<file path="config.mk">
export PLATFORM = sky130hd
export DESIGN_NAME = fly_camera_orientation_update_top_flat
export DESIGN_NICKNAME = d
export VERILOG_FILES = /design/src/rtl/fcou_pkg.sv /design/src/rtl/fcou_frame_if.sv /design/src/rtl/fcou_pose_if.sv /design/src/rtl/fcou_cordic.sv /design/src/rtl/fcou_rootdiv.sv /design/src/rtl/fly_camera_orientation_update_top.sv /design/src/flat_wrapper.sv
export VERILOG_INCLUDE_DIRS = /design/src /design/src/rtl
export SDC_FILE = /design/constraint.sdc
export NUM_CORES = 2
export LEC_CHECK = 0
export ABC_AREA = 1
export BUFFER_PORTS_ARGS = -buffer_cell sky130_fd_sc_hd__buf_2
export CELL_PAD_IN_SITES_DETAIL_PLACEMENT = 0
export CELL_PAD_IN_SITES_GLOBAL_PLACEMENT = 1
export CORE_MARGIN = 2
export CORE_UTILIZATION = 49
export CTS_CLUSTER_SIZE = 14
export DETAILED_ROUTE_END_ITERATION = 10
export PLACE_DENSITY_LB_ADDON = 0.1
export SLEW_MARGIN = 25
export SYNTH_ARGS = -nofsm -noshare
export SYNTH_HDL_FRONTEND = slang
export SYNTH_SLANG_ARGS = --single-unit
</file>
<file path="constraint.sdc">
create_clock -name clk -period 12.7 [get_ports clk]
set_clock_uncertainty 0.15 [all_clocks]
set_input_delay 2.54 -clock clk [delete_from_list [all_inputs] [get_ports clk]]
set_output_delay 2.54 -clock clk [all_outputs]
set_load 0.05 [all_outputs]
</file>
<file path="src/rtl/fly_camera_orientation_update_top_macros.svh">
// assertion macros shared by the camera update rtl
`ifndef FLY_CAMERA_ORIENTATION_UPDATE_TOP_MACROS_SVH
`define FLY_CAMERA_ORIENTATION_UPDATE_TOP_MACROS_SVH

// condition holds at every edge out of reset
`define FCOU_ASSERT_ALWAYS(lbl, cond, msg) \
	lbl: assert property (@(posedge clk) disable iff (!arst_n) (cond)) else $error(msg);

// consequence holds in the same cycle
`define FCOU_ASSERT_IMP(lbl, ante, cons, msg) \
	lbl: assert property (@(posedge clk) disable iff (!arst_n) (ante) |-> (cons)) \
		else $error(msg);

// consequence holds in the next cycle
`define FCOU_ASSERT_NEXT(lbl, ante, cons, msg) \
	lbl: assert property (@(posedge clk) disable iff (!arst_n) (ante) |=> (cons)) \
		else $error(msg);

`endif

</file>
<file path="src/rtl/fcou_pkg.sv">
// types, constants and tables of the camera update block
package fcou_pkg;

	localparam int MOUSE_W    = 13;
	localparam int MOVE_W     = 2;
	localparam int SENS_W     = 16;
	localparam int SPEED_W    = 24;
	localparam int SCREEN_W   = 14;
	localparam int POS_W      = 32;
	localparam int VEC_W      = 16;
	localparam int ANGLE_W    = 32;
	localparam int CFG_IDX_W  = 2;
	localparam int CFG_DATA_W = 24;

	localparam int CORDIC_STEPS = 16;
	localparam int XY_W         = 34;
	localparam int MV_W         = 18;
	localparam int LEN_W        = 17;
	localparam int NUM_W        = 41;
	localparam int SQ_W         = 36;
	localparam int ROOT_STEPS   = 18;

	localparam logic [CFG_IDX_W-1:0] REG_SENSITIVITY   = 2'd0;
	localparam logic [CFG_IDX_W-1:0] REG_SPEED         = 2'd1;
	localparam logic [CFG_IDX_W-1:0] REG_SCREEN_WIDTH  = 2'd2;
	localparam logic [CFG_IDX_W-1:0] REG_SCREEN_HEIGHT = 2'd3;

	localparam logic [MOVE_W-1:0] MOVE_POS = 2'b01;
	localparam logic [MOVE_W-1:0] MOVE_NEG = 2'b11;

	localparam logic [SENS_W-1:0]   SENS_RST   = 16'd6554;
	localparam logic [SPEED_W-1:0]  SPEED_RST  = 24'd3277;
	localparam logic [SCREEN_W-1:0] WIDTH_RST  = 14'd1280;
	localparam logic [SCREEN_W-1:0] HEIGHT_RST = 14'd720;

	localparam logic signed [ANGLE_W-1:0] QUARTER_TURN = 32'sd5898240;
	localparam logic signed [ANGLE_W-1:0] HALF_TURN    = 32'sd11796480;
	localparam logic [ANGLE_W-1:0]        FULL_TURN    = 32'd23592960;
	localparam logic signed [ANGLE_W-1:0] PITCH_LIMIT  = 32'sd5897585;
	localparam logic signed [ANGLE_W-1:0] YAW_RST      = -32'sd5898240;

	localparam logic signed [XY_W-1:0]  CORDIC_GAIN = 34'sd652032874;
	localparam logic signed [VEC_W-1:0] ONE_Q14     = 16'sd16384;

	localparam logic signed [POS_W-1:0] POS_X_RST = 32'sd0;
	localparam logic signed [POS_W-1:0] POS_Y_RST = 32'sd65536;
	localparam logic signed [POS_W-1:0] POS_Z_RST = -32'sd327680;

	typedef enum logic {
		OP_SQRT,
		OP_DIV
	} rd_op_t;

	typedef struct packed {
		logic   start;
		rd_op_t op;
	} rd_req_t;

	// arctangent of 2^-i in Q16 degrees
	function automatic logic signed [ANGLE_W-1:0] atan_q16(input logic [3:0] i);
		logic signed [ANGLE_W-1:0] r;
		case (i)
			4'd0:    r = 32'sd2949120;
			4'd1:    r = 32'sd1740967;
			4'd2:    r = 32'sd919879;
			4'd3:    r = 32'sd466945;
			4'd4:    r = 32'sd234379;
			4'd5:    r = 32'sd117304;
			4'd6:    r = 32'sd58666;
			4'd7:    r = 32'sd29335;
			4'd8:    r = 32'sd14668;
			4'd9:    r = 32'sd7334;
			4'd10:   r = 32'sd3667;
			4'd11:   r = 32'sd1833;
			4'd12:   r = 32'sd917;
			4'd13:   r = 32'sd458;
			4'd14:   r = 32'sd229;
			4'd15:   r = 32'sd115;
			default: r = 32'sd0;
		endcase
		return r;
	endfunction

	// multiple of a full turn used by the wrap reduction
	function automatic logic [ANGLE_W-1:0] turn_mult(input logic [2:0] k);
		return FULL_TURN << k;
	endfunction

endpackage

</file>
<file path="src/rtl/fcou_frame_if.sv">
// frame item channel: mouse position and move codes
interface fcou_frame_if;
	logic                               valid;
	logic                               ready;
	logic        [fcou_pkg::MOUSE_W-1:0] mouse_x;
	logic        [fcou_pkg::MOUSE_W-1:0] mouse_y;
	logic signed [fcou_pkg::MOVE_W-1:0]  move_x;
	logic signed [fcou_pkg::MOVE_W-1:0]  move_y;
	logic signed [fcou_pkg::MOVE_W-1:0]  move_z;

	modport source (output valid, mouse_x, mouse_y, move_x, move_y, move_z, input ready);
	modport sink (input valid, mouse_x, mouse_y, move_x, move_y, move_z, output ready);
endinterface

</file>
<file path="src/rtl/fcou_pose_if.sv">
// pose result channel: position and front vector
interface fcou_pose_if;
	logic                             valid;
	logic                             ready;
	logic signed [fcou_pkg::POS_W-1:0] pos_x;
	logic signed [fcou_pkg::POS_W-1:0] pos_y;
	logic signed [fcou_pkg::POS_W-1:0] pos_z;
	logic signed [fcou_pkg::VEC_W-1:0] front_x;
	logic signed [fcou_pkg::VEC_W-1:0] front_y;
	logic signed [fcou_pkg::VEC_W-1:0] front_z;

	modport source (output valid, pos_x, pos_y, pos_z, front_x, front_y, front_z, input ready);
	modport sink (input valid, pos_x, pos_y, pos_z, front_x, front_y, front_z, output ready);
endinterface

</file>
<file path="src/rtl/fcou_cordic.sv">
// iterative rotation cordic giving cosine and sine of an angle in degrees
module fcou_cordic (
	input  logic                                   clk,
	input  logic                                   arst_n,
	input  logic                                   start,
	input  logic signed [fcou_pkg::ANGLE_W-1:0]    angle,
	output logic                                   done,
	output logic signed [fcou_pkg::VEC_W-1:0]      cos_val,
	output logic signed [fcou_pkg::VEC_W-1:0]      sin_val
);

	logic signed [fcou_pkg::XY_W-1:0]    x_q, y_q, dx, dy;
	logic signed [fcou_pkg::ANGLE_W-1:0] z_q, z_init, at;
	logic                                flip_init, flip_q, busy_q, done_q;
	logic [3:0]                          i_q;
	logic signed [fcou_pkg::VEC_W-1:0]   cr, sr;

	// round q4.30 to q2.14 and clamp to unit
	function automatic logic signed [fcou_pkg::VEC_W-1:0] to_q14(
		input logic signed [fcou_pkg::XY_W-1:0] v);
		logic signed [fcou_pkg::XY_W-1:0] t;
		logic signed [fcou_pkg::VEC_W-1:0] r;
		t = (v + 34'sd32768) >>> 16;
		if (t > 34'sd16384) r = fcou_pkg::ONE_Q14;
		else if (t < -34'sd16384) r = -fcou_pkg::ONE_Q14;
		else r = t[fcou_pkg::VEC_W-1:0];
		return r;
	endfunction

	// fold into +-90 degrees, results negated when folded
	always_comb begin
		flip_init = 1'b0;
		z_init    = angle;
		if (angle > fcou_pkg::QUARTER_TURN) begin
			z_init    = angle - fcou_pkg::HALF_TURN;
			flip_init = 1'b1;
		end else if (angle < -fcou_pkg::QUARTER_TURN) begin
			z_init    = angle + fcou_pkg::HALF_TURN;
			flip_init = 1'b1;
		end
	end

	assign dx = y_q >>> i_q;
	assign dy = x_q >>> i_q;
	assign at = fcou_pkg::atan_q16(i_q);

	always_ff @(posedge clk or negedge arst_n) begin
		if (!arst_n) begin
			busy_q <= 1'b0;
			done_q <= 1'b0;
			i_q    <= '0;
		end else begin
			done_q <= 1'b0;
			if (start) begin
				busy_q <= 1'b1;
				i_q    <= '0;
			end else if (busy_q) begin
				i_q <= i_q + 4'd1;
				if (i_q == 4'(fcou_pkg::CORDIC_STEPS - 1)) begin
					busy_q <= 1'b0;
					done_q <= 1'b1;
				end
			end
		end
	end

	always_ff @(posedge clk) begin
		if (start) begin
			x_q    <= fcou_pkg::CORDIC_GAIN;
			y_q    <= '0;
			z_q    <= z_init;
			flip_q <= flip_init;
		end else if (busy_q) begin
			if (z_q >= 0) begin
				x_q <= x_q - dx;
				y_q <= y_q + dy;
				z_q <= z_q - at;
			end else begin
				x_q <= x_q + dx;
				y_q <= y_q - dy;
				z_q <= z_q + at;
			end
		end
	end

	assign cr      = to_q14(x_q);
	assign sr      = to_q14(y_q);
	assign cos_val = flip_q ? -cr : cr;
	assign sin_val = flip_q ? -sr : sr;
	assign done    = done_q;

endmodule

</file>
<file path="src/rtl/fcou_rootdiv.sv">
// shift-subtract unit: integer square root or restoring division
module fcou_rootdiv (
	input  logic                           clk,
	input  logic                           arst_n,
	input  fcou_pkg::rd_req_t              req,
	input  logic [fcou_pkg::NUM_W-1:0]     a,
	input  logic [fcou_pkg::LEN_W-1:0]     d,
	output logic                           done,
	output logic [fcou_pkg::POS_W-1:0]     res
);

	logic [fcou_pkg::NUM_W-1:0] acc_q;
	logic [fcou_pkg::SQ_W-1:0]  r_q, bit_q, trial;
	logic [fcou_pkg::LEN_W-1:0] rem_q, d_q;
	logic [fcou_pkg::LEN_W:0]   rem_sh;
	logic [5:0]                 cnt_q;
	logic                       busy_q, done_q;
	fcou_pkg::rd_op_t           op_q;

	assign trial  = r_q + bit_q;
	assign rem_sh = {rem_q, acc_q[fcou_pkg::NUM_W-1]};

	always_ff @(posedge clk or negedge arst_n) begin
		if (!arst_n) begin
			busy_q <= 1'b0;
			done_q <= 1'b0;
			cnt_q  <= '0;
			op_q   <= fcou_pkg::OP_SQRT;
		end else begin
			done_q <= 1'b0;
			if (req.start) begin
				busy_q <= 1'b1;
				op_q   <= req.op;
				cnt_q  <= (req.op == fcou_pkg::OP_SQRT) ? 6'(fcou_pkg::ROOT_STEPS - 1)
				                                        : 6'(fcou_pkg::NUM_W - 1);
			end else if (busy_q) begin
				cnt_q <= cnt_q - 6'd1;
				if (cnt_q == '0) begin
					busy_q <= 1'b0;
					done_q <= 1'b1;
				end
			end
		end
	end

	always_ff @(posedge clk) begin
		if (req.start) begin
			acc_q <= a;
			d_q   <= d;
			rem_q <= '0;
			r_q   <= '0;
			bit_q <= {2'b01, {(fcou_pkg::SQ_W-2){1'b0}}};
		end else if (busy_q) begin
			if (op_q == fcou_pkg::OP_SQRT) begin
				bit_q <= bit_q >> 2;
				if (acc_q >= {{(fcou_pkg::NUM_W-fcou_pkg::SQ_W){1'b0}}, trial}) begin
					acc_q <= acc_q - {{(fcou_pkg::NUM_W-fcou_pkg::SQ_W){1'b0}}, trial};
					r_q   <= (r_q >> 1) + bit_q;
				end else begin
					r_q <= r_q >> 1;
				end
			end else begin
				if (rem_sh >= {1'b0, d_q}) begin
					rem_q <= fcou_pkg::LEN_W'(rem_sh - {1'b0, d_q});
					acc_q <= {acc_q[fcou_pkg::NUM_W-2:0], 1'b1};
				end else begin
					rem_q <= rem_sh[fcou_pkg::LEN_W-1:0];
					acc_q <= {acc_q[fcou_pkg::NUM_W-2:0], 1'b0};
				end
			end
		end
	end

	assign done = done_q;
	assign res  = (op_q == fcou_pkg::OP_SQRT) ? r_q[fcou_pkg::POS_W-1:0]
	                                          : acc_q[fcou_pkg::POS_W-1:0];

endmodule

</file>
<file path="src/rtl/fly_camera_orientation_update_top.sv">
// top level of the first-person camera update: sequencer, datapath and output register
//
// frame channel: one transaction per rendered frame, carrying the mouse position
// and a -1/0/+1 move code per axis. frame.ready is high only while the sequencer
// is idle; the block works on one frame at a time.
// pose channel: one transaction per frame with the Q16.16 position and the Q2.14
// front vector, held in an output register until pose.ready takes it.
// config: cfg_we writes cfg_data into the register picked by cfg_index
// (sensitivity, speed, screen width, screen height); write only while idle.
// a zero move vector skips the length root and the position divides. the shared
// cordic runs twice per frame, pitch then yaw; the shift-subtract unit gives the
// length root and then each of the three position divides; the other products
// go through the shared multiplier. frame.ready returns in the same cycle that the
// pose is loaded into the output register.
// the first frame after reset takes the screen center as the previous mouse spot.
// reset: angles, position and registers go to their defaults at once, no sweep.
// stall: a finished pose waits in the output register; the next frame may be
// taken meanwhile, but its pose is held back until the previous one is taken.
`include "fly_camera_orientation_update_top_macros.svh"

module fly_camera_orientation_update_top (
	input  logic                                clk,
	input  logic                                arst_n,
	input  logic                                cfg_we,
	input  logic [fcou_pkg::CFG_IDX_W-1:0]      cfg_index,
	input  logic [fcou_pkg::CFG_DATA_W-1:0]     cfg_data,
	fcou_frame_if.sink                          frame,
	fcou_pose_if.source                         pose
);

	typedef enum logic [15:0] {
		S_IDLE  = 16'h0001,
		S_DX    = 16'h0002,
		S_DY    = 16'h0004,
		S_ANG   = 16'h0008,
		S_MOD   = 16'h0010,
		S_CP    = 16'h0020,
		S_CY    = 16'h0040,
		S_F0    = 16'h0080,
		S_F2    = 16'h0100,
		S_MV    = 16'h0200,
		S_SQ    = 16'h0400,
		S_ROOT  = 16'h0800,
		S_RWAIT = 16'h1000,
		S_NUM   = 16'h2000,
		S_DIV   = 16'h4000,
		S_OUT   = 16'h8000
	} state_t;

	state_t state_q;

	// configuration registers
	logic [fcou_pkg::SENS_W-1:0]   sens_q;
	logic [fcou_pkg::SPEED_W-1:0]  speed_q;
	logic [fcou_pkg::SCREEN_W-1:0] width_q, height_q;

	// frame item held for the whole update
	logic [fcou_pkg::MOUSE_W-1:0]  mx_q, my_q, last_x_q, last_y_q;
	logic [fcou_pkg::MOVE_W-1:0]   mvx_q, mvy_q, mvz_q;
	logic                          primed_q;

	// angle and vector state
	logic signed [fcou_pkg::ANGLE_W-1:0] yaw_q, pitch_q, dxp_q, dyp_q;
	logic [fcou_pkg::ANGLE_W-1:0]        red_q, red_mod;
	logic [2:0]                          mod_k_q;
	logic signed [fcou_pkg::VEC_W-1:0]   cp_q, sp_q, cy_q, sy_q, f0_q, f2_q;
	logic signed [fcou_pkg::MV_W-1:0]    m_q [3];
	logic signed [fcou_pkg::MV_W-1:0]    m_sel;
	logic [fcou_pkg::LEN_W-1:0]          mag, len_q;
	logic [fcou_pkg::SQ_W-1:0]           sq_q;
	logic [1:0]                          k_q;
	logic signed [fcou_pkg::POS_W-1:0]   pos_q [3];
	logic signed [fcou_pkg::POS_W-1:0]   step;

	// output register
	logic                                ov_q;
	logic signed [fcou_pkg::POS_W-1:0]   opx_q, opy_q, opz_q;
	logic signed [fcou_pkg::VEC_W-1:0]   ofx_q, ofy_q, ofz_q;

	// shared multiplier
	logic signed [17:0] ma;
	logic signed [24:0] mb;
	logic signed [42:0] prod, prod_rnd;
	logic signed [13:0] dmx, dmy;

	// angle update terms
	logic signed [32:0] ysum, psum;

	// move vector terms
	logic signed [fcou_pkg::MV_W-1:0] fx_e, fy_e, fz_e, mvec [3];

	// shared units
	logic                                c_start, c_done;
	logic signed [fcou_pkg::ANGLE_W-1:0] c_angle;
	logic signed [fcou_pkg::VEC_W-1:0]   c_cos, c_sin;
	fcou_pkg::rd_req_t                   rd_req;
	logic [fcou_pkg::NUM_W-1:0]          rd_a;
	logic                                rd_done;
	logic [fcou_pkg::POS_W-1:0]          rd_res;

	logic accept, pose_take;

	function automatic logic signed [fcou_pkg::MV_W-1:0] MV_EXT(
		input logic signed [fcou_pkg::VEC_W-1:0] v);
		return {{(fcou_pkg::MV_W-fcou_pkg::VEC_W){v[fcou_pkg::VEC_W-1]}}, v};
	endfunction

	assign accept    = frame.valid && frame.ready;
	assign pose_take = pose.valid && pose.ready;
	assign frame.ready = (state_q == S_IDLE);

	// mouse deltas against the previous position
	assign dmx = $signed({1'b0, mx_q}) - $signed({1'b0, last_x_q});
	assign dmy = $signed({1'b0, my_q}) - $signed({1'b0, last_y_q});

	assign m_sel = m_q[k_q];
	assign mag   = m_sel[fcou_pkg::MV_W-1] ? fcou_pkg::LEN_W'(-m_sel)
	                                       : fcou_pkg::LEN_W'(m_sel);

	always_comb begin
		ma = '0;
		mb = '0;
		case (state_q)
			S_DX: begin
				ma = {{4{dmx[13]}}, dmx};
				mb = $signed({9'b0, sens_q});
			end
			S_DY: begin
				ma = {{4{dmy[13]}}, dmy};
				mb = $signed({9'b0, sens_q});
			end
			S_F0: begin
				ma = {{2{cp_q[15]}}, cp_q};
				mb = {{9{cy_q[15]}}, cy_q};
			end
			S_F2: begin
				ma = {{2{cp_q[15]}}, cp_q};
				mb = {{9{sy_q[15]}}, sy_q};
			end
			S_SQ: begin
				ma = m_sel;
				mb = {{7{m_sel[17]}}, m_sel};
			end
			S_NUM: begin
				ma = $signed({1'b0, mag});
				mb = $signed({1'b0, speed_q});
			end
			default: begin
				ma = '0;
				mb = '0;
			end
		endcase
	end

	assign prod     = ma * mb;
	assign prod_rnd = prod + 43'sd8192;

	// yaw sum shifted by half a turn, lifted above zero by 32 turns
	always_comb begin
		ysum = $signed({yaw_q[31], yaw_q}) + $signed({dxp_q[31], dxp_q})
		     + $signed({1'b0, fcou_pkg::HALF_TURN});
		if (ysum < 0)
			ysum = ysum + $signed({1'b0, fcou_pkg::turn_mult(3'd5)});
		psum = $signed({pitch_q[31], pitch_q}) - $signed({dyp_q[31], dyp_q});
	end

	assign red_mod = (red_q >= fcou_pkg::turn_mult(mod_k_q)) ?
	                 red_q - fcou_pkg::turn_mult(mod_k_q) : red_q;

	// front, strafe and up contributions by move code
	always_comb begin
		fx_e = '0;
		fy_e = '0;
		fz_e = '0;
		if (mvz_q == fcou_pkg::MOVE_NEG) begin
			fx_e = MV_EXT(f0_q);
			fy_e = MV_EXT(sp_q);
			fz_e = MV_EXT(f2_q);
		end else if (mvz_q == fcou_pkg::MOVE_POS) begin
			fx_e = -MV_EXT(f0_q);
			fy_e = -MV_EXT(sp_q);
			fz_e = -MV_EXT(f2_q);
		end
		mvec[0] = fx_e;
		mvec[1] = fy_e;
		mvec[2] = fz_e;
		if (mvx_q == fcou_pkg::MOVE_POS) begin
			mvec[0] = mvec[0] - MV_EXT(f2_q);
			mvec[2] = mvec[2] + MV_EXT(f0_q);
		end else if (mvx_q == fcou_pkg::MOVE_NEG) begin
			mvec[0] = mvec[0] + MV_EXT(f2_q);
			mvec[2] = mvec[2] - MV_EXT(f0_q);
		end
		if (mvy_q == fcou_pkg::MOVE_POS)
			mvec[1] = mvec[1] + MV_EXT(fcou_pkg::ONE_Q14);
		else if (mvy_q == fcou_pkg::MOVE_NEG)
			mvec[1] = mvec[1] - MV_EXT(fcou_pkg::ONE_Q14);
	end

	// cordic runs pitch at the end of the wrap, then yaw
	assign c_start = ((state_q == S_MOD) && (mod_k_q == 3'd0)) ||
	                 ((state_q == S_CP) && c_done);
	assign c_angle = (state_q == S_MOD) ? pitch_q : yaw_q;

	always_comb begin
		rd_req.start = 1'b0;
		rd_req.op    = fcou_pkg::OP_SQRT;
		rd_a         = {{(fcou_pkg::NUM_W-fcou_pkg::SQ_W){1'b0}}, sq_q};
		if ((state_q == S_ROOT) && (sq_q != '0)) begin
			rd_req.start = 1'b1;
		end else if (state_q == S_NUM) begin
			rd_req.start = 1'b1;
			rd_req.op    = fcou_pkg::OP_DIV;
			rd_a         = fcou_pkg::NUM_W'(prod[39:0])
			             + {{(fcou_pkg::NUM_W-fcou_pkg::LEN_W){1'b0}}, len_q >> 1};
		end
	end

	assign step = m_sel[fcou_pkg::MV_W-1] ? -$signed(rd_res) : $signed(rd_res);

	fcou_cordic u_cordic (
		.clk     (clk),
		.arst_n  (arst_n),
		.start   (c_start),
		.angle   (c_angle),
		.done    (c_done),
		.cos_val (c_cos),
		.sin_val (c_sin)
	);

	fcou_rootdiv u_rootdiv (
		.clk    (clk),
		.arst_n (arst_n),
		.req    (rd_req),
		.a      (rd_a),
		.d      (len_q),
		.done   (rd_done),
		.res    (rd_res)
	);

	// configuration writes
	always_ff @(posedge clk or negedge arst_n) begin
		if (!arst_n) begin
			sens_q   <= fcou_pkg::SENS_RST;
			speed_q  <= fcou_pkg::SPEED_RST;
			width_q  <= fcou_pkg::WIDTH_RST;
			height_q <= fcou_pkg::HEIGHT_RST;
		end else if (cfg_we) begin
			case (cfg_index)
				fcou_pkg::REG_SENSITIVITY:   sens_q   <= cfg_data[fcou_pkg::SENS_W-1:0];
				fcou_pkg::REG_SPEED:         speed_q  <= cfg_data[fcou_pkg::SPEED_W-1:0];
				fcou_pkg::REG_SCREEN_WIDTH:  width_q  <= cfg_data[fcou_pkg::SCREEN_W-1:0];
				fcou_pkg::REG_SCREEN_HEIGHT: height_q <= cfg_data[fcou_pkg::SCREEN_W-1:0];
				default: begin
				end
			endcase
		end
	end

	// sequencer and camera state
	always_ff @(posedge clk or negedge arst_n) begin
		if (!arst_n) begin
			state_q  <= S_IDLE;
			primed_q <= 1'b0;
			last_x_q <= '0;
			last_y_q <= '0;
			yaw_q    <= fcou_pkg::YAW_RST;
			pitch_q  <= '0;
			pos_q[0] <= fcou_pkg::POS_X_RST;
			pos_q[1] <= fcou_pkg::POS_Y_RST;
			pos_q[2] <= fcou_pkg::POS_Z_RST;
			mod_k_q  <= '0;
			k_q      <= '0;
			ov_q     <= 1'b0;
		end else begin
			// output register loads a new pose or empties when taken
			if ((state_q == S_OUT) && (!ov_q || pose.ready))
				ov_q <= 1'b1;
			else if (pose_take)
				ov_q <= 1'b0;
			case (state_q)
				S_IDLE: begin
					if (accept) begin
						if (!primed_q) begin
							last_x_q <= width_q[fcou_pkg::MOUSE_W:1];
							last_y_q <= height_q[fcou_pkg::MOUSE_W:1];
						end
						primed_q <= 1'b1;
						state_q  <= S_DX;
					end
				end
				S_DX: state_q <= S_DY;
				S_DY: begin
					last_x_q <= mx_q;
					last_y_q <= my_q;
					state_q  <= S_ANG;
				end
				S_ANG: begin
					if (psum > $signed({fcou_pkg::PITCH_LIMIT[31], fcou_pkg::PITCH_LIMIT}))
						pitch_q <= fcou_pkg::PITCH_LIMIT;
					else if (psum < -$signed({fcou_pkg::PITCH_LIMIT[31],
					                          fcou_pkg::PITCH_LIMIT}))
						pitch_q <= -fcou_pkg::PITCH_LIMIT;
					else
						pitch_q <= psum[31:0];
					mod_k_q <= 3'd5;
					state_q <= S_MOD;
				end
				S_MOD: begin
					mod_k_q <= mod_k_q - 3'd1;
					if (mod_k_q == 3'd0) begin
						yaw_q   <= $signed(red_mod) - fcou_pkg::HALF_TURN;
						state_q <= S_CP;
					end
				end
				S_CP: if (c_done) state_q <= S_CY;
				S_CY: if (c_done) state_q <= S_F0;
				S_F0: state_q <= S_F2;
				S_F2: state_q <= S_MV;
				S_MV: begin
					k_q     <= '0;
					state_q <= S_SQ;
				end
				S_SQ: begin
					if (k_q == 2'd2) begin
						k_q     <= '0;
						state_q <= S_ROOT;
					end else begin
						k_q <= k_q + 2'd1;
					end
				end
				S_ROOT: state_q <= (sq_q == '0) ? S_OUT : S_RWAIT;
				S_RWAIT: begin
					if (rd_done) begin
						k_q     <= '0;
						state_q <= S_NUM;
					end
				end
				S_NUM: state_q <= S_DIV;
				S_DIV: begin
					if (rd_done) begin
						pos_q[k_q] <= pos_q[k_q] + step;
						if (k_q == 2'd2) begin
							state_q <= S_OUT;
						end else begin
							k_q     <= k_q + 2'd1;
							state_q <= S_NUM;
						end
					end
				end
				S_OUT: begin
					if (!ov_q || pose.ready)
						state_q <= S_IDLE;
				end
				default: state_q <= S_IDLE;
			endcase
		end
	end

	// datapath registers, no reset needed
	always_ff @(posedge clk) begin
		if (accept) begin
			mx_q  <= frame.mouse_x;
			my_q  <= frame.mouse_y;
			mvx_q <= frame.move_x;
			mvy_q <= frame.move_y;
			mvz_q <= frame.move_z;
		end
		if (state_q == S_DX)
			dxp_q <= prod[31:0];
		if (state_q == S_DY)
			dyp_q <= prod[31:0];
		if (state_q == S_ANG)
			red_q <= ysum[31:0];
		else if (state_q == S_MOD)
			red_q <= red_mod;
		if ((state_q == S_CP) && c_done) begin
			cp_q <= c_cos;
			sp_q <= c_sin;
		end
		if ((state_q == S_CY) && c_done) begin
			cy_q <= c_cos;
			sy_q <= c_sin;
		end
		if (state_q == S_F0)
			f0_q <= prod_rnd[29:14];
		if (state_q == S_F2)
			f2_q <= prod_rnd[29:14];
		if (state_q == S_MV) begin
			m_q[0] <= mvec[0];
			m_q[1] <= mvec[1];
			m_q[2] <= mvec[2];
			sq_q   <= '0;
		end
		if (state_q == S_SQ)
			sq_q <= sq_q + prod[fcou_pkg::SQ_W-1:0];
		if ((state_q == S_RWAIT) && rd_done)
			len_q <= rd_res[fcou_pkg::LEN_W-1:0];
		if ((state_q == S_OUT) && (!ov_q || pose.ready)) begin
			opx_q <= pos_q[0];
			opy_q <= pos_q[1];
			opz_q <= pos_q[2];
			ofx_q <= f0_q;
			ofy_q <= sp_q;
			ofz_q <= f2_q;
		end
	end

	assign pose.valid   = ov_q;
	assign pose.pos_x   = opx_q;
	assign pose.pos_y   = opy_q;
	assign pose.pos_z   = opz_q;
	assign pose.front_x = ofx_q;
	assign pose.front_y = ofy_q;
	assign pose.front_z = ofz_q;

	`FCOU_ASSERT_NEXT(a_accept_starts, accept, state_q == S_DX, "accepted frame did not start")
	`FCOU_ASSERT_ALWAYS(a_pitch_clamped, (pitch_q <= fcou_pkg::PITCH_LIMIT) && (pitch_q >= -fcou_pkg::PITCH_LIMIT), "pitch beyond limit")
	`FCOU_ASSERT_ALWAYS(a_yaw_wrapped, (yaw_q >= -fcou_pkg::HALF_TURN) && (yaw_q < fcou_pkg::HALF_TURN), "yaw outside one turn")
	`FCOU_ASSERT_IMP(a_cordic_expected, c_done, (state_q == S_CP) || (state_q == S_CY), "cordic finished outside a wait")
	`FCOU_ASSERT_IMP(a_rootdiv_expected, rd_done, (state_q == S_RWAIT) || (state_q == S_DIV), "root or divide finished outside a wait")

endmodule
</file>
<file path="src/flat_wrapper.sv">
// flat-port wrapper written by rule: the top's interface ports become plain ports
module fly_camera_orientation_update_top_flat 
  (clk, arst_n, cfg_we, cfg_index, cfg_data, frame_valid, frame_mouse_x, frame_mouse_y, frame_move_x, frame_move_y, frame_move_z, frame_ready, pose_valid, pose_pos_x, pose_pos_y, pose_pos_z, pose_front_x, pose_front_y, pose_front_z, pose_ready);
  fcou_frame_if frame_i ();
  fcou_pose_if pose_i ();
  input  logic clk;
  input  logic arst_n;
  input  logic cfg_we;
  input  logic [fcou_pkg::CFG_IDX_W-1:0] cfg_index;
  input  logic [fcou_pkg::CFG_DATA_W-1:0] cfg_data;
  input wire logic [$bits(frame_i.valid)-1:0] frame_valid;
  input wire logic [$bits(frame_i.mouse_x)-1:0] frame_mouse_x;
  input wire logic [$bits(frame_i.mouse_y)-1:0] frame_mouse_y;
  input wire logic [$bits(frame_i.move_x)-1:0] frame_move_x;
  input wire logic [$bits(frame_i.move_y)-1:0] frame_move_y;
  input wire logic [$bits(frame_i.move_z)-1:0] frame_move_z;
  output wire logic [$bits(frame_i.ready)-1:0] frame_ready;
  output wire logic [$bits(pose_i.valid)-1:0] pose_valid;
  output wire logic [$bits(pose_i.pos_x)-1:0] pose_pos_x;
  output wire logic [$bits(pose_i.pos_y)-1:0] pose_pos_y;
  output wire logic [$bits(pose_i.pos_z)-1:0] pose_pos_z;
  output wire logic [$bits(pose_i.front_x)-1:0] pose_front_x;
  output wire logic [$bits(pose_i.front_y)-1:0] pose_front_y;
  output wire logic [$bits(pose_i.front_z)-1:0] pose_front_z;
  input wire logic [$bits(pose_i.ready)-1:0] pose_ready;
  assign frame_i.valid = frame_valid;
  assign frame_i.mouse_x = frame_mouse_x;
  assign frame_i.mouse_y = frame_mouse_y;
  assign frame_i.move_x = frame_move_x;
  assign frame_i.move_y = frame_move_y;
  assign frame_i.move_z = frame_move_z;
  assign frame_ready = frame_i.ready;
  assign pose_valid = pose_i.valid;
  assign pose_pos_x = pose_i.pos_x;
  assign pose_pos_y = pose_i.pos_y;
  assign pose_pos_z = pose_i.pos_z;
  assign pose_front_x = pose_i.front_x;
  assign pose_front_y = pose_i.front_y;
  assign pose_front_z = pose_i.front_z;
  assign pose_i.ready = pose_ready;
  fly_camera_orientation_update_top u_core (.clk(clk), .arst_n(arst_n), .cfg_we(cfg_we), .cfg_index(cfg_index), .cfg_data(cfg_data), .frame(frame_i), .pose(pose_i));
endmodule
</file>
==> impl_metrics.py <==
metrics = {
    "status": {
        "status": "complete, no violations",
    },
    "synthesis": {
        "yosysSeqAreaShare_pct": 29.8,
        "ys_seq_elements": 995,
        "post_synth_inst_count": 12100,
        "postSynth.topFlopCell": "edfxtp_1",
        "synthesis.area_sq_mm": 0.0910,
        "synth.avg_cell_area_sq_um": 7.52,
        "cell_types_with_the_largest_area_share_after_synthesis": "edfxtp_1 19%, nand2_1 12%, fa_1 9.5%, ha_1 8.5%, inv_1 7.6%",
        "ys_async_sr_fraction_pct": 29.1,
        "post-synth-top-count-cell": "nand2_1",
        "synthDominantCellAreaShare_pct": 18.7,
        "ys_warn_count": 0,
        "synth.cells.most_frequent": "2985 x nand2_1, 1854 x inv_1, 987 x o21ai_0, 856 x nor2_1, 820 x a21oi_1",
        "synth.net_count": 13200,
        "yosysTopAreaCell": "edfxtp_1",
        "count_of_flip_flops_with_a_built_in_enable_after_synthesis": 566,
        "library_cells_used_by_synthesis": 91,
    },
    "routing": {
        "routed_wire_length_per_instance_um": 22.4,
        "post_drt_via_cell_ratio": 5.67,
        "drtPass1Iterations": 6,
        "ant_nets": 0,
        "vias": 83900,
        "drcViolationCount": 0,
        "finalWirelength_mm": 332,
        "drt_iter0_markers": 8021,
    },
    "setup_path": {
        "setup.worst_path.start_class": "flop",
        "regToRegStartpoint": "u_core.k_q[0]",
        "crit_slowest_cell": "clkinv_1",
        "worst_ep_required_time_ns": 13.09,
        "crit_path_max_fanout": 21,
        "arrival_ns": 12.24,
        "worst_r2r_endpoint": "u_core.sq_q[28]",
        "timing.critical_path.buf_inv": 9,
        "timing.reg2reg.worst_path_depth": 41,
        "r2r_slack_ns": 0.84,
        "critical_path.top_delay_family": "adder cells",
        "critical_path.max_stage_delay_ns": 0.81,
        "worstSetupPathType": "reg -> reg",
        "setup.worst_path.end_class": "flop",
    },
    "clock_network": {
        "ctsRootBufferMaster": "clkbuf_16",
        "clock_tree.htree_level_count": 3,
        "tritoncts": "built",
        "cts_num_sinks": 995,
        "clk_path_buf_depth": 3,
        "ctsResizeCount": 0,
        "clk_transition_reported_paths_ns": 0.06,
        "cts_made_buffers": 115,
        "worst_skew_pair.late_latency_ns": 0.84,
        "cts-hold-fix-buffers": 0,
        "postCtsSetupBuffers": 0,
    },
    "sta": {
        "tightestPinTransition_ns": 1.18,
        "unrepaired_setup_endpoints_after_global_routing": "false",
        "setup_viol_count_final": 0,
        "final_min_period_over_clock_period_pct": 93.4,
        "timing.slew.headroom_pct": 20.8,
        "finalMaxSlewViolations": 0,
        "fin_worst_hold_slack_ns": 0.270,
        "period_minus_slack_ns": 11.86,
        "finalHoldViolCount": 0,
        "setup_total_negative_slack_ns": 0,
        "fmaxAchievable_mhz": 84.3,
    },
    "global_route": {
        "largest_net_degree_at_the_start_of_global_routing": 130,
        "grt_antenna_before_repair": 9,
        "grt-ovfl-total": 0,
        "grt_first_pass_wirelength_mm": 499,
        "grt_pass1_vias": 80700,
        "grt_usage_pct": 34.4,
    },
    "floorplanning": {
        "initial_util_pct": 49.2,
        "top_level_ports": 209,
        "design.core.area_sq_mm": 0.185,
        "area_of_the_die_sq_mm": 0.189,
        "die_height_um": 435,
        "floorplan.rows": 158,
        "die_width_um": 435,
    },
    "hold_path": {
        "holdPathStages": 0,
        "hold_path_end": "u_core.u_rootdiv.d_q[0]",
        "worst_hold_startpoint": "u_core.len_q[0]",
        "hold_path_class": "reg -> reg",
    },
    "power": {
        "power_share_of_the_clock_group_pct": 15.9,
        "intPower_mw": 10.8,
        "p_seq_share_pct": 20.2,
        "combPwrFrac_pct": 64.0,
        "ir_worst_vdd_uv": 246,
        "power_switching_share_pct": 52.4,
        "cellLeakagePower_nw": 47.3,
        "power_per_cell_area_mw_per_mm2": 230,
        "power.net_switching_mw": 11.9,
    },
    "placement": {
        "gpl.final_weighted_congestion": 1.03,
        "port_buffers": 208,
        "dp.final_hpwl_mm": 266,
    },
    "finish": {
        "layout.nets": 13300,
        "layout-drive-gt1-share_pct": 7.03,
        "areaGrowthSynthToFinish_pct": 8.72,
    },
    "run": {
        "max_cap_violations": 0,
    },
}
==> layer usage <==
layer	vias to the layer above	GRT usage (%)	share of wire, %
met5	-	0	0.0093
met4	4	14.7	4.9
met3	594	4.34	7.0
met2	3271	54.3	45
met1	40200	47.5	44
li1	39800	-	-
==> logic make-up after synthesis <==
| kind of cell | count (synthesis) | share of synthesized area (%) |
|---|---|---|
| flops | 995 | 29.8 |
| mux | 72 | 0.872 |
| compound gates | 2380 | 14.7 |
| simple gates | 4831 | 22.0 |
| fa+ha+maj | 1049 | 18.0 |
| xor+xnor | 521 | 5.06 |
| buf+inv | 2256 | 9.59 |
==> power groups by stage <==
stage	logic, mW	clock network (mW)	registers (mW)
after detailed placement	14.2	0	4.64
after global routing	16.2	3.78	4.64
final	14.5	3.61	4.59
after global placement	14.2	0	4.63
after floorplan	10.3	0	4.41
after CTS	14.3	3.66	4.58
==> cell usage in the layout (no fill, tap or decap), types with 141 or more instances in the layout <==
cell and n:
nor3_1 141, o21ai_0 985, a21oi_1 819, ha_1 615, inv_1 1851, nand3_1 503, xor2_1 360, fa_1 434
nand2_1 2981, nor2_1 850, buf_2 207, edfxtp_1 566, xnor2_1 155, dfrtp_1 235
==> state kept, by name (all words and copies together) (netlist names), 34 cells and up <==
signal / flops
u_core.u_rootdiv.acc_q: 41
u_core.u_cordic.x_q: 34
u_core.m_q: 54
u_core.u_rootdiv.r_q: 36
u_core.sq_q: 36
u_core.u_cordic.y_q: 34
u_core.pos_q: 96
==> per-stage QoR <==
step / power (mW) / cells / setup slack (ns) / instance area (sq um) / util [%]
after floorplan: 14.7 / 12100 / 3.22 / 91000 / -
final: 22.7 / 14800 / 0.844 / 98900 / 53.5
after detailed placement: 18.9 / 14600 / 1.02 / 94800 / 51.2
after CTS: 22.6 / 14800 / 0.939 / 98900 / 53.4
after global routing: 24.6 / 14800 / 0.178 / 98900 / 53.5
after global placement: 18.8 / 14600 / 0.927 / 94800 / 51.2
==> layout make-up <==
cell class / count / area [sq um]
diodes: 11 / 27.5
clock buffers: 147 / 3110
clock inverters: 73 / 961
fillers: 18100 / 86100
inverters: 1902 / 7150
multi-input cells: 8853 / 55300
flip-flops and latches: 995 / 27100
well taps: 2480 / 3100
repair buffers: 350 / 2180
==> how the worst max path moves through the flow <==
stage                       startpoint              end  slack [ns]  cells past startpoint
floorplan           u_core.state_q[11]  u_core.sq_q[35]        3.22                     40
global placement         u_core.k_q[0]  u_core.sq_q[28]        0.93                     41
detailed placement       u_core.k_q[0]  u_core.sq_q[28]        1.02                     41
CTS                      u_core.k_q[0]  u_core.sq_q[28]        0.94                     41
global route             u_core.k_q[0]  u_core.sq_q[30]        0.18                     41
finish                   u_core.k_q[0]  u_core.sq_q[28]        0.84                     41
Power figures use the tool's default switching activity.
